## config.mk

```make
export PLATFORM = sky130hd
export DESIGN_NAME = ile_cell
export DESIGN_NICKNAME = d
export VERILOG_FILES = /design/src/rtl/ile_pkg.sv /design/src/rtl/ile_cell.sv
export SDC_FILE = /design/constraint.sdc
export NUM_CORES = 1
export LEC_CHECK = 0
export BUFFER_PORTS_ARGS = -buffer_cell sky130_fd_sc_hd__buf_2
export CAP_MARGIN = 30
export CORE_AREA = 2 2 84 86
export DETAILED_ROUTE_END_ITERATION = 10
export DIE_AREA = 0 0 86 88
export GPL_TIMING_DRIVEN = 0
export PLACE_DENSITY = 0.74
export RECOVER_POWER = 100
export SETUP_SLACK_MARGIN = 0.4
export SYNTH_ARGS = -nofsm -noshare
export SYNTH_HDL_FRONTEND = slang
export SYNTH_SLANG_ARGS = --single-unit
```

## constraint.sdc

```tcl
create_clock -name clk -period 9.23 [get_ports clk]
set_input_delay 0 -clock clk [delete_from_list [all_inputs] [get_ports clk]]
set_output_delay 0 -clock clk [all_outputs]
set_load 0.01 [all_outputs]
```

## src/rtl/ile_pkg.sv

```systemverilog
package ile_pkg;

    typedef enum logic [3:0] {
        FN_GET     = 4'd0,
        FN_SET     = 4'd1,
        FN_APPEND  = 4'd2,
        FN_INSERT  = 4'd3,
        FN_POP     = 4'd4,
        FN_FIND    = 4'd5,
        FN_COUNT   = 4'd6,
        FN_REPLACE = 4'd7,
        FN_CLEAR   = 4'd8
    } ile_func_t;

    typedef enum logic [2:0] {
        OP_NONE,
        OP_SET,
        OP_INSERT,
        OP_POP,
        OP_REPLACE
    } ile_op_t;

    typedef enum logic [1:0] {
        ST_OK       = 2'd0,
        ST_NOTFOUND = 2'd1,
        ST_FULL     = 2'd2
    } ile_status_t;

    typedef enum logic [1:0] {
        S_IDLE,
        S_APPLY,
        S_SCAN,
        S_DONE
    } ile_state_t;

endpackage

```

## src/rtl/ile_cell.sv

```systemverilog
module ile_cell
    import ile_pkg::*;
#(
    parameter int DATA_WIDTH = 32,
    parameter int LW         = 9,
    parameter int INDEX      = 0
)
(
    input  logic                  clk,
    input  ile_op_t               op,
    input  logic [LW-1:0]         pos,
    input  logic [LW-1:0]         len,
    input  logic [DATA_WIDTH-1:0] val,
    input  logic [DATA_WIDTH-1:0] nval,
    input  logic [DATA_WIDTH-1:0] left_word,
    input  logic [DATA_WIDTH-1:0] right_word,
    output logic [DATA_WIDTH-1:0] word,
    output logic [DATA_WIDTH-1:0] sel_word,
    output logic                  match
);

    localparam logic [LW-1:0] IDX = LW'(INDEX);

    logic [DATA_WIDTH-1:0] entry_reg;
    logic [DATA_WIDTH-1:0] entry_next;
    logic                  live;

    assign live     = IDX < len;
    assign match    = live && (entry_reg == val);
    assign word     = entry_reg;
    assign sel_word = (IDX == pos) ? entry_reg : '0;

    always_comb
    begin
        entry_next = entry_reg;
        unique case (op)
            OP_SET:
            begin
                if (IDX == pos)
                    entry_next = val;
            end
            OP_INSERT:
            begin
                if (IDX == pos)
                    entry_next = val;
                else if (IDX > pos)
                    entry_next = left_word;
            end
            OP_POP:
            begin
                if (IDX >= pos)
                    entry_next = right_word;
            end
            OP_REPLACE:
            begin
                if (match)
                    entry_next = nval;
            end
            default:
            begin
                entry_next = entry_reg;
            end
        endcase
    end

    always_ff @(posedge clk)
    begin
        entry_reg <= entry_next;
    end

endmodule

```

==> impl_results.md <==
- Status: finished, violations left
- Failing checks: capacitance limit, slew limit
- Clock slew seen by the registers of the worst setup and hold paths: approximately 0.070 ns
- Core Footprint: between 6000 and 7000 um^2
- Least-Margin Pin Slew: approximately 1.5 ns
- Share of layout cells above drive strength 1: 41.2%
- GP Congestion: about 0.85
- Critical Path RT: approximately 9.1 ns
- Clock Power Share: 30.3%
- Final worst path period need: between 4 and 5 ns
- Comb pwr share: 22.8%
- Startpoint types: input port
- Worst Setup End Kind: register
- Die area: ~7600 um^2
- Final wirelength: approximately 9.1 mm
- Synth area leader: edfxtp_1
- DRT iter0 DRCs: ~110
- P_sw: around 0.086 mW
- Peak supply drop: between 40 and 50 uV
- Share of flip-flops with an asynchronous set or reset: 0%
- Final worst-path cycle share: a little under half
- Setup Crit Path Kind: in -> reg
- Post-synth cell types: 25
- Seq/Total Area, Yosys: between 40% and 50%
- Critical path fanouts, max: 16
- P_leak: between 1.5 and 2 nW
- First-pass GRT wire length: between 10 and 15 mm
- CTS Hold Bufs: 0
- Initial core utilization: a little over a third
- Post-synthesis average cell area: about 11 um^2
- Post-synth top cells: a22o_1, edfxtp_1, a221o_1, and2_1
- CTS tree: done
- Main synth FF type: edfxtp_1
- Height of the chip: approximately 90 um
- Sw frac: between 20% and 30%
- Post-route DRC: 0
- Finish-stage setup viols: 0
- PwrDens: roughly 99 nW/um^2
- Largest net degree at the start of global routing: 18
- CTS buffer count: 5
- Area after DPL: about 3600 um^2
- Seq cells post-synth: 32
- Post-synth EDFFs: 32
- Largest register FFs: 32
- Clock Sinks: 32
- Antenna violations before repair: 0
- Post-route ant nets: 0
- Routed length per placed instance: 17.8 um
- GRT Util Overall: between 20 and 25%
- Synth Net Count: roughly 360
- Slew HR: -1.30%
- Layout Area Growth over Synthesis: 49.1%
- Deepest clock path buffer count: 2
- # fillers: 668
- Port Buffers: ~210
- Area contributors post-synth: edfxtp_1, a221o_1, a22o_1
- Syn Inst Count: 206
- Diode count: 0
- DP Worst Slack: approximately 6.4 ns
- Final net count: slightly below 600
- YS warnings: 0
- Worst Skew: between 0.008 and 0.009 ns
- Die width: between 80 and 90 um
- Post-DP HPWL: 7.38 mm
- Vias in the first global route: ~2600
- Arrival @ worst endpoint: between 4 and 5 ns
- I/O Pins: 215
- Final Hold Viols: 0
- Fin. max-slew vios: 9
- Setup repair after global routing missed its margin: no
- Vias: ~2700
- Pint: about 0.26 mW
- Seq pwr share: a little under half
- Yosys top cell area share: a little over 40%
- Maxcap violations: 1
- Design area: 3490 um^2
- Worst-Skew Late Latency: ~0.28 ns
- Hold Path Class: in -> reg
- Setup ws final: about 4.9 ns
- Achievable Freq: approximately 230 MHz
- Resized cells post-CTS: 0
- Setup_tns: 0 ns
- Rows: 30
- Root buf cell: clkbuf_8
- Gr ovfl total: 0
- Drt pass-1 iters: 4
- H-Tree Depth: 2
- Mapped Area: 2340 um^2
- Setup bufs post-CTS: 0
- Vias per cell: 5.23
==> power groups by stage <==
stage                     clock, mW  combinational [mW]  sequential, mW
after floorplan                   0              0.0361           0.166
after global placement            0              0.0789           0.166
final                         0.105              0.0789           0.162
after detailed placement          0              0.0808           0.166
after global routing          0.113              0.0866           0.162
after CTS                     0.108              0.0811           0.162
==> cells by family (layout without fill, tap and decap cells) <==
kind of cell	Yosys count	count (layout)	synth area share [%]
compound gates	67	67	26.7
xor+xnor	32	32	12.0
buf+inv	17	241	4.17
simple gates	58	58	16.1
flops	32	32	41.1
==> worst paths after layout <==
check	startpoint	to	slack, ns	cells after the start
max	pos[3]	word[29]$_DFFE_PP_	4.93	8
max reg2reg	word[20]$_DFFE_PP_	word[29]$_DFFE_PP_	5.59	7
min	left_word[27]	word[27]$_DFFE_PP_	0.01	2
min reg2reg	word[2]$_DFFE_PP_	word[31]$_DFFE_PP_	0.98	4
==> layout by cell type, fill, tap and decap left out, types with 7 or more instances in the layout <==
master,Yosys,layout
clkbuf_1,10,69
a22o_1,32,32
buf_2,0,162
and2_1,30,18
and2_0,0,12
a221o_1,30,30
nor4_1,6,7
xor2_1,16,16
edfxtp_1,32,32
xnor2_1,16,16
==> metal layers <==
layer	vias to the layer above	global-route usage, %	share of wire [%]
li1	1279	-	-
met1	1225	26.5	39
met2	156	42.3	52
met3	9	4.90	8.5
met4	0	5.19	0.89
met5	-	0	0
==> worst max-delay path: stages <==
cell and delay (ns):
buf_2 0.09, or4_2 0.65, nor4_1 1.21, clkbuf_1 0.50
nand2_1 0.11, o31ai_1 0.13, clkbuf_1 0.75, clkbuf_1 0.76
==> area by class of cell <==
cell class / count / area (um^2) / share of cell area [%]
timing repair buffer: 216 / 1010 / 29.1
tap: 80 / 100 / 2.87
multi-input combinational: 157 / 1260 / 36.1
clock buffer: 7 / 76.3 / 2.19
sequential: 32 / 961 / 27.6
buffer: 16 / 71.3 / 2.05
inverter: 1 / 3.75 / 0.108
clock inverter: 1 / 3.75 / 0.108
==> per-stage QoR <==
| step | cells | hold slack (ns) | util [%] | power, mW |
|---|---|---|---|---|
| 6_report | 510 | 0.0108 | 52.5 | 0.346 |
| 5_1_grt | 510 | 0.00966 | 52.5 | 0.362 |
| 4_1_cts | 509 | 0.00115 | 54.7 | 0.352 |
| 3_5_place_dp | 501 | 0.304 | 53.4 | 0.246 |
| 3_3_place_gp | 500 | 0.300 | 52.8 | 0.244 |
| 2_1_floorplan | 206 | 0.214 | - | 0.202 |
Power figures use the tool's default switching activity.
